[src/design/assert_macros.svh]
// Assertion helpers shared by the RTL files.
`ifndef ASSERT_MACROS_SVH
`define ASSERT_MACROS_SVH

// Checks a property at every rising clock edge outside reset.
`define ASSERT_CLK(label, clk, rst, prop, msg) \
   label: assert property (@(posedge clk) disable iff (rst) (prop)) else $error(msg);

// Checks an implication property at every rising clock edge, reset included.
`define ASSERT_ALWAYS(label, clk, prop, msg) \
   label: assert property (@(posedge clk) (prop)) else $error(msg);

`endif

[src/design/stap_pkg.sv]
`timescale 1ns / 1ps

package stap_pkg;

   // Sample and table sizes.
   localparam int SAMPLE_BITS      = 16;
   localparam int SINE_TABLE_DEPTH = 256;
   localparam int SINE_IDX_BITS    = $clog2(SINE_TABLE_DEPTH);

   // Q1.15 unity and quarter turn in Q30.
   localparam logic [16:0] Q15_ONE     = 17'd32768;
   localparam logic [63:0] HALF_PI_Q30 = 64'd1686629713;

   // Shared multiplier operand and product widths.
   localparam int MUL_W  = ((SAMPLE_BITS > 17) ? SAMPLE_BITS : 17) + 1;
   localparam int PROD_W = 2 * MUL_W;

   // Rounding offset and saturation limits on the rounded product.
   localparam logic signed [PROD_W-1:0] ROUND_HALF = PROD_W'(16384);
   localparam logic signed [PROD_W-1:0] SAT_MAX =
      PROD_W'((64'sd1 <<< (SAMPLE_BITS - 1)) - 64'sd1);
   localparam logic signed [PROD_W-1:0] SAT_MIN = -SAT_MAX - PROD_W'(1);

   // Register reset values.
   localparam logic [30:0] PHASE_STEP_RESET = 31'd187905;
   localparam logic [15:0] MIX_LEVEL_RESET  = 16'd32768;

   // Register indexes, taken from the word address.
   localparam logic CSR_PHASE_STEP = 1'b0;
   localparam logic CSR_MIX_LEVEL  = 1'b1;

   typedef logic [15:0] sine_rom_type [0:SINE_TABLE_DEPTH-1];

   // Quarter-wave sine table in Q1.15, from a Taylor series evaluated in Q30.
   function automatic sine_rom_type build_sine_rom();
      sine_rom_type rom;
      logic [63:0]  x;
      logic [63:0]  x2;
      logic [63:0]  term;
      logic [63:0]  sum;
      logic [63:0]  q;
      for (int k = 0; k < SINE_TABLE_DEPTH; k++) begin
         x    = (HALF_PI_Q30 * 64'(k)) / SINE_TABLE_DEPTH;
         x2   = (x * x) >> 30;
         sum  = x;
         term = ((x * x2) >> 30) / 6;
         sum  = (sum > term) ? sum - term : 64'd0;
         term = ((term * x2) >> 30) / 20;
         sum  = sum + term;
         term = ((term * x2) >> 30) / 42;
         sum  = (sum > term) ? sum - term : 64'd0;
         term = ((term * x2) >> 30) / 72;
         sum  = sum + term;
         term = ((term * x2) >> 30) / 110;
         sum  = (sum > term) ? sum - term : 64'd0;
         q    = (sum + 64'd16384) >> 15;
         if (q > 64'(Q15_ONE)) begin
            q = 64'(Q15_ONE);
         end
         rom[k] = q[15:0];
      end
      return rom;
   endfunction

   localparam sine_rom_type SINE_ROM = build_sine_rom();

endpackage

[src/design/stereo_tremolo_autopan.sv]
`timescale 1ns / 1ps
// Stereo tremolo and auto-pan. Each transfer on the req_ channel carries one
// stereo frame; the rsp_ channel returns the two scaled, saturated samples.
// Per frame the 32-bit LFO phase advances by phase_step, |sin(phase)| is read
// from a quarter-wave table and scaled by mix_level; the left sample takes
// gain p + 1 - mix and the right sample (1 - p) + 1 - mix.
// One signed multiplier is shared over three steps under a small sequencer:
// depth scaling, left gain, right gain. A frame is taken in the idle cycle,
// where the phase update and table read happen, and req_tready stays low
// through the three multiply steps. The result is registered in the output
// register at the end of the right-gain step; no new frame is taken until
// the last one is done. If the receiver stalls, the block finishes the next
// frame and then waits with it until the register drains. Reset clears the
// phase, the sequencer and the output valid, and loads phase_step = 187905
// and mix_level = 32768. Registers are written over the csr_ port
// (phase_step at 0x0, mix_level at 0x4) by the user only while the block is
// idle; the block itself does not enforce this.
`include "assert_macros.svh"

module stereo_tremolo_autopan (
   input  logic                          clock,
   input  logic                          reset,
   // Input frame stream.
   input  logic                          req_tvalid,
   output logic                          req_tready,
   input  logic [2*stap_pkg::SAMPLE_BITS-1:0] req_tdata,  // left_sample, right_sample
   // Result stream.
   output logic                          rsp_tvalid,
   input  logic                          rsp_tready,
   output logic [2*stap_pkg::SAMPLE_BITS-1:0] rsp_tdata,  // left_out, right_out
   // Register port.
   input  logic                          csr_psel,
   input  logic                          csr_penable,
   input  logic                          csr_pwrite,
   input  logic [2:0]                    csr_paddr,
   input  logic [31:0]                   csr_pwdata,
   output logic [31:0]                   csr_prdata,
   output logic                          csr_pready
);

   typedef enum logic [1:0] {
      ST_IDLE,
      ST_MIX,
      ST_LEFT,
      ST_RIGHT
   } state_type;

   state_type state_ff, state_in;

   logic [30:0] step_ff;
   logic [15:0] mix_ff;
   logic [31:0] phase_ff, phase_in;

   logic signed [stap_pkg::SAMPLE_BITS-1:0] xl_ff, xr_ff;
   logic [15:0] sine_ff, sine_in;
   logic [16:0] p_ff;
   logic signed [stap_pkg::SAMPLE_BITS-1:0] left_ff;
   logic signed [stap_pkg::SAMPLE_BITS-1:0] sat_in;

   logic rsp_tvalid_ff;
   logic [stap_pkg::SAMPLE_BITS-1:0] rsp_left_ff, rsp_right_ff;

   logic req_fire, csr_write, out_free;

   logic [16:0] mix_eff;
   logic [16:0] gain_left, gain_right;

   logic [stap_pkg::SINE_IDX_BITS-1:0] idx_raw;
   logic [stap_pkg::SINE_IDX_BITS:0]   idx_fold;

   logic signed [stap_pkg::MUL_W-1:0]  mul_a, mul_b;
   logic signed [stap_pkg::PROD_W-1:0] mul_prod, mul_round;

   // Handshakes.
   assign req_tready = (state_ff == ST_IDLE);
   assign req_fire   = req_tvalid && req_tready;
   assign out_free   = !rsp_tvalid_ff || rsp_tready;
   assign csr_pready = 1'b1;
   assign csr_write  = csr_psel && csr_penable && csr_pwrite && csr_pready;

   assign rsp_tvalid = rsp_tvalid_ff;
   assign rsp_tdata  = {rsp_right_ff, rsp_left_ff};

   // Register read back.
   always_comb begin
      unique case (csr_paddr[2])
         stap_pkg::CSR_PHASE_STEP: csr_prdata = {1'b0, step_ff};
         stap_pkg::CSR_MIX_LEVEL:  csr_prdata = {16'd0, mix_ff};
         default:                  csr_prdata = 32'd0;
      endcase
   end

   // Depth is limited to unity.
   assign mix_eff = (17'(mix_ff) > stap_pkg::Q15_ONE) ? stap_pkg::Q15_ONE : 17'(mix_ff);

   // Phase advance and |sin| lookup for the frame being taken.
   assign phase_in = phase_ff + {1'b0, step_ff};
   assign idx_raw  = phase_in[29 -: stap_pkg::SINE_IDX_BITS];

   always_comb begin
      if (phase_in[30]) begin
         idx_fold = (stap_pkg::SINE_IDX_BITS+1)'(stap_pkg::SINE_TABLE_DEPTH) - {1'b0, idx_raw};
      end else begin
         idx_fold = {1'b0, idx_raw};
      end
      if (idx_fold[stap_pkg::SINE_IDX_BITS]) begin
         sine_in = stap_pkg::Q15_ONE[15:0];
      end else begin
         sine_in = stap_pkg::SINE_ROM[idx_fold[stap_pkg::SINE_IDX_BITS-1:0]];
      end
   end

   // Left and right gains in Q2.15.
   assign gain_left  = p_ff + (stap_pkg::Q15_ONE - mix_eff);
   assign gain_right = (stap_pkg::Q15_ONE - p_ff) + (stap_pkg::Q15_ONE - mix_eff);

   // Shared multiplier operand selection.
   always_comb begin
      unique case (state_ff)
         ST_MIX: begin
            mul_a = stap_pkg::MUL_W'({1'b0, sine_ff});
            mul_b = stap_pkg::MUL_W'(mix_eff);
         end
         ST_LEFT: begin
            mul_a = stap_pkg::MUL_W'(xl_ff);
            mul_b = stap_pkg::MUL_W'(gain_left);
         end
         ST_RIGHT: begin
            mul_a = stap_pkg::MUL_W'(xr_ff);
            mul_b = stap_pkg::MUL_W'(gain_right);
         end
         default: begin
            mul_a = '0;
            mul_b = '0;
         end
      endcase
   end

   // Multiply, round half up and saturate.
   assign mul_prod  = mul_a * mul_b;
   assign mul_round = (mul_prod + stap_pkg::ROUND_HALF) >>> 15;

   always_comb begin
      if (mul_round > stap_pkg::SAT_MAX) begin
         sat_in = stap_pkg::SAT_MAX[stap_pkg::SAMPLE_BITS-1:0];
      end else if (mul_round < stap_pkg::SAT_MIN) begin
         sat_in = stap_pkg::SAT_MIN[stap_pkg::SAMPLE_BITS-1:0];
      end else begin
         sat_in = mul_round[stap_pkg::SAMPLE_BITS-1:0];
      end
   end

   // Sequencer.
   always_comb begin
      state_in = state_ff;
      unique case (state_ff)
         ST_IDLE:  if (req_fire) state_in = ST_MIX;
         ST_MIX:   state_in = ST_LEFT;
         ST_LEFT:  state_in = ST_RIGHT;
         ST_RIGHT: if (out_free) state_in = ST_IDLE;
         default:  state_in = ST_IDLE;
      endcase
   end

   // State, registers and the output register.
   always_ff @(posedge clock) begin
      if (reset) begin
         state_ff      <= ST_IDLE;
         phase_ff      <= 32'd0;
         step_ff       <= stap_pkg::PHASE_STEP_RESET;
         mix_ff        <= stap_pkg::MIX_LEVEL_RESET;
         rsp_tvalid_ff <= 1'b0;
      end else begin
         state_ff <= state_in;
         if (csr_write) begin
            unique case (csr_paddr[2])
               stap_pkg::CSR_PHASE_STEP: step_ff <= csr_pwdata[30:0];
               stap_pkg::CSR_MIX_LEVEL:  mix_ff  <= csr_pwdata[15:0];
               default: ;
            endcase
         end
         if (req_fire) begin
            phase_ff <= phase_in;
         end
         if (state_ff == ST_RIGHT && out_free) begin
            rsp_tvalid_ff <= 1'b1;
         end else if (rsp_tready) begin
            rsp_tvalid_ff <= 1'b0;
         end
      end
      if (req_fire) begin
         xl_ff   <= req_tdata[stap_pkg::SAMPLE_BITS-1:0];
         xr_ff   <= req_tdata[2*stap_pkg::SAMPLE_BITS-1:stap_pkg::SAMPLE_BITS];
         sine_ff <= sine_in;
      end
      if (state_ff == ST_MIX) begin
         p_ff <= mul_round[16:0];
      end
      if (state_ff == ST_LEFT) begin
         left_ff <= sat_in;
      end
      if (state_ff == ST_RIGHT && out_free) begin
         rsp_left_ff  <= left_ff;
         rsp_right_ff <= sat_in;
      end
   end

   // A frame blocks the input for the cycles that follow its transfer.
   `ASSERT_CLK(a_busy_after_take, clock, reset,
      req_tvalid && req_tready |=> !req_tready, "input taken while busy")

   // The phase moves by exactly one step per frame.
   `ASSERT_CLK(a_phase_step, clock, reset,
      req_tvalid && req_tready |=> phase_ff == $past(phase_ff) + 32'($past(step_ff)),
      "phase did not advance by one step")

   // A fresh result traces back to its input transfer through the MIX, LEFT and RIGHT steps.
   `ASSERT_CLK(a_result_timing, clock, reset,
      $rose(rsp_tvalid) |-> $past(req_tvalid && req_tready, 4),
      "result valid without a matching frame")

endmodule

[config.mk]
export PLATFORM = sky130hd
export DESIGN_NAME = stereo_tremolo_autopan
export DESIGN_NICKNAME = d
export VERILOG_FILES = /design/src/design/stap_pkg.sv /design/src/design/stereo_tremolo_autopan.sv
export VERILOG_INCLUDE_DIRS = /design/src /design/src/design
export SDC_FILE = /design/constraint.sdc
export NUM_CORES = 1
export LEC_CHECK = 0
export BUFFER_PORTS_ARGS = -buffer_cell sky130_fd_sc_hd__buf_2
export CAP_MARGIN = 20
export CORE_UTILIZATION = 60
export DETAILED_ROUTE_END_ITERATION = 6
export HOLD_SLACK_MARGIN = 0.05
export PLACE_DENSITY = 0.9
export SETUP_SLACK_MARGIN = 0.4
export SLEW_MARGIN = 15
export SYNTH_ARGS = -nofsm -noshare
export SYNTH_HDL_FRONTEND = slang
export SYNTH_SLANG_ARGS = --single-unit
[constraint.sdc]
create_clock -name clock -period 14.5 [get_ports clock]
set_input_delay 1.45 -clock clock [delete_from_list [all_inputs] [get_ports clock]]
set_output_delay 1.45 -clock clock [all_outputs]
set_load 0.03 [all_outputs]
==> flow_metrics.tcl <==
set metrics [dict create \
    synth-main-ff-cell "edfxtp_1" \
    netlist_instances 3186 \
    dieArea_mm2 0.0452 \
    p_clk_frac 0.114 \
    post-cts-setup-buffers 0 \
    netlist.area_leader.share 0.227 \
    start_kind "flip-flop" \
    synth_top_area_cell "fa_1" \
    rows 76 \
    max-vdd-ir-drop_uv 218 \
    dpl.hpwl_um 64300 \
    clkTransAtPathRegs_ps 80 \
    grt_overflow 0 \
    synth_warnings 0 \
    ios 141 \
    io_buffers 135 \
    cts-resized-gates 0 \
    grtUsageTotal 0.389 \
    crit_path_top_delay_cell "nand3_1" \
    cp-end-kind "flip-flop" \
    drv_slew 0 \
    finalWirelength_um 85900 \
    critical_path_class "flip-flop to flip-flop" \
    drt_iter0_markers 3227 \
    critPathMaxFanout 15 \
    muxShareOfSynthArea 0.0103 \
    p_int_mw 1.95 \
    synth.distinct_cells 109 \
    max_freq_mhz 77.6 \
    clk_path_buf_depth 2 \
    fin_nets 3807 \
    layout_min_cycle_time_ps 12880 \
    crit_path_frequent_cell "fa_1" \
    drc_errors 1 \
    area_growth_pct 6.47 \
    crit_required_ps 14660 \
    leakage_nw 13.0 \
    viasPerCell 6.50 \
    timing.final.crit_share 0.888 \
    cts_tree "yes" \
    hold_class "flip-flop to flip-flop" \
    pre_cts_slack_ps 1950 \
    final_common_cell "nand2_1" \
    fin_util 0.652 \
    synth_top_family_by_area "adder cells" \
    outcome "finished, violations left" \
    setup_slack_ps 1620 \
    start_util 0.612 \
    grt_setup_unrepaired "no" \
    clock-sinks 194 \
    switching_share 0.549 \
    die_w_um 213 \
    cts-hold-fix-buffers 0 \
    fin_setup_tns_ps 0 \
    netlist_area_mm2 0.0266 \
    yosys-top-cells-area "fa_1 (23%), edfxtp_1 (13%), ha_1 (9.8%)" \
    synth-seq-cells 194 \
    die_h_um 213 \
    grt_max_degree 87 \
    gp_congestion 1.07 \
    combinationalPowerShare 0.681 \
    syn_area_per_cell_um2 8.35 \
    h-tree-depth 4 \
    yosys.area_share.adder 0.325 \
    via_count 24856 \
    slew_headroom 0.126 \
    maxCapViolCount 0 \
    syn-num-nets 3771 \
    report.final.hold_viol_count 0 \
    violations "DRC" \
    power_density_mw_per_mm2 152 \
    seq_power_share 0.205 \
    grt_pass1_vias 24923 \
    postSynth.asyncResetShare 0 \
    antenna_found_initial 3 \
    final_cell_mix "nand2_1 (468), inv_1 (447), fa_1 (302)" \
    synth_compound_area_frac 0.183 \
    synth_simple_gate_area_frac 0.168 \
    setup_viol 0 \
    tightest_slew_ps 1310 \
    net-switching-power_mw 2.37 \
    coreArea_mm2 0.0435 \
    drtPass1Iterations 7 \
    antenna_left 0 \
    yosysSeqAreaShare 0.188 \
    grt_pass1_wl_um 134000 \
    drive_gt1_frac 0.0930 \
    cts-buffers-inserted 17 \
    max_stage_delay_ps 590 \
    synthXorXnorAreaFrac 0.0324 \
    critical_path_arrival_ps 13050 \
    root_buffer "clkbuf_16" \
    drt-wirelength-per-cell_um 22.5 \
    synth_edf_count 113 \
    skew_ps 21.8 \
    insertion_delay_ps 490 \
]
worst max-delay path, delay by kind of cell, from the launching register on:
kind,cells,cell delay [ps]
buffers and inverters,3,150
adders and majority gates,8,3690
DFF,1,390
and+or+nand+nor,7,2680
xor gates and xnor gates,2,290
AOI/OAI and AO/OA,20,5330
cell families (layout without fill, tap and decap cells):
kind of cell | after synthesis | in the layout
xor+xnor | 90 | 90
fa+ha+maj | 511 | 511
other cells | 2 | 5
flops | 194 | 194
buf+inv | 622 | 671
compound gates | 743 | 743
simple gates | 999 | 999
mux | 25 | 25
synth_stat cells (7+ instances only):
cell         n
o211ai_1    26
a311oi_1    18
buf_1       10
mux2_2      19
a211oi_1    44
edfxtp_1   113
a22oi_1     10
a221oi_1    18
o31ai_1     11
nor2_1     239
a211o_1     10
o21bai_1    14
nand2_1    469
a21oi_1    223
nand4_1     18
nor4_1      12
nor2b_1     26
o2111ai_1    9
and2_1      29
buf_2       49
buf_4        8
a31oi_1     50
inv_1      447
or2_2        9
nor3_1      39
dfxtp_1     81
or3_1       10
fa_1       302
nand3b_1    11
a2111oi_0   11
xor2_1      38
ha_1       209
xnor2_1     46
and3_1      17
o21ai_1     17
o22ai_1      9
nand2b_1    34
a21o_1      37
clkbuf_1    98
nand3_1     53
and4_1       7
o21a_1      17
o21ai_0    126
sequential cells by signal, summed over array words and instances, names as in the netlist:
signal and flops:
left_ff 16, mix_ff 16, p_ff 17, phase_ff 31, rsp_left_ff 16, rsp_right_ff 16, rsp_tvalid 1, sine_ff 16
state_ff 2, step_ff 31, xl_ff 16, xr_ff 16
layer usage:
layer | vias up | global-route usage | wire length, µm
met5 | - | 0.00334 | 0
met4 | 0 | 0.281 | 6770
met3 | 502 | 0.100 | 10500
met2 | 1782 | 0.604 | 38300
met1 | 11776 | 0.470 | 30300
li1 | 10796 | - | -
power by group through the flow:
stage	registers, mW	logic [mW]	clock network (mW)
final	0.887	2.94	0.490
after global routing	0.896	3.10	0.515
after detailed placement	0.895	2.77	0
after floorplan	0.900	1.90	0
after CTS	0.886	2.79	0.494
after global placement	0.888	2.71	0
path summary, 6_finish.rpt:
path                     end  slack, ps  depth (start not counted)   startpoint
max              left_ff[14]       1620                         40    mix_ff[2]
min          rsp_left_ff[12]        430                          0  left_ff[12]
max reg2reg      left_ff[14]       1620                         40    mix_ff[2]
min reg2reg  rsp_left_ff[12]        430                          0  left_ff[12]
per-stage QoR:
stage          power (mW)  std cells  area, µm²  hold slack, ps
5_1_grt              4.51       3823      28300             431
3_3_place_gp         3.60       3782      27600             401
4_1_cts              4.17       3818      28300             425
3_5_place_dp         3.67       3786      27700             406
6_report             4.32       3823      28300             430
2_1_floorplan        2.80       3186      26600             400
layout make-up:
type / count / area [µm²]
Antenna cell: 3 / 7.51
Clock buffer: 20 / 479
Clock inverter: 12 / 136
Fill cell: 3428 / 15100
Inverter: 452 / 1700
Multi-Input combinational cell: 2370 / 19200
Sequential cell: 194 / 5010
Tap cell: 585 / 732
Timing Repair Buffer: 187 / 1080
(Power assumes the default switching activity.)
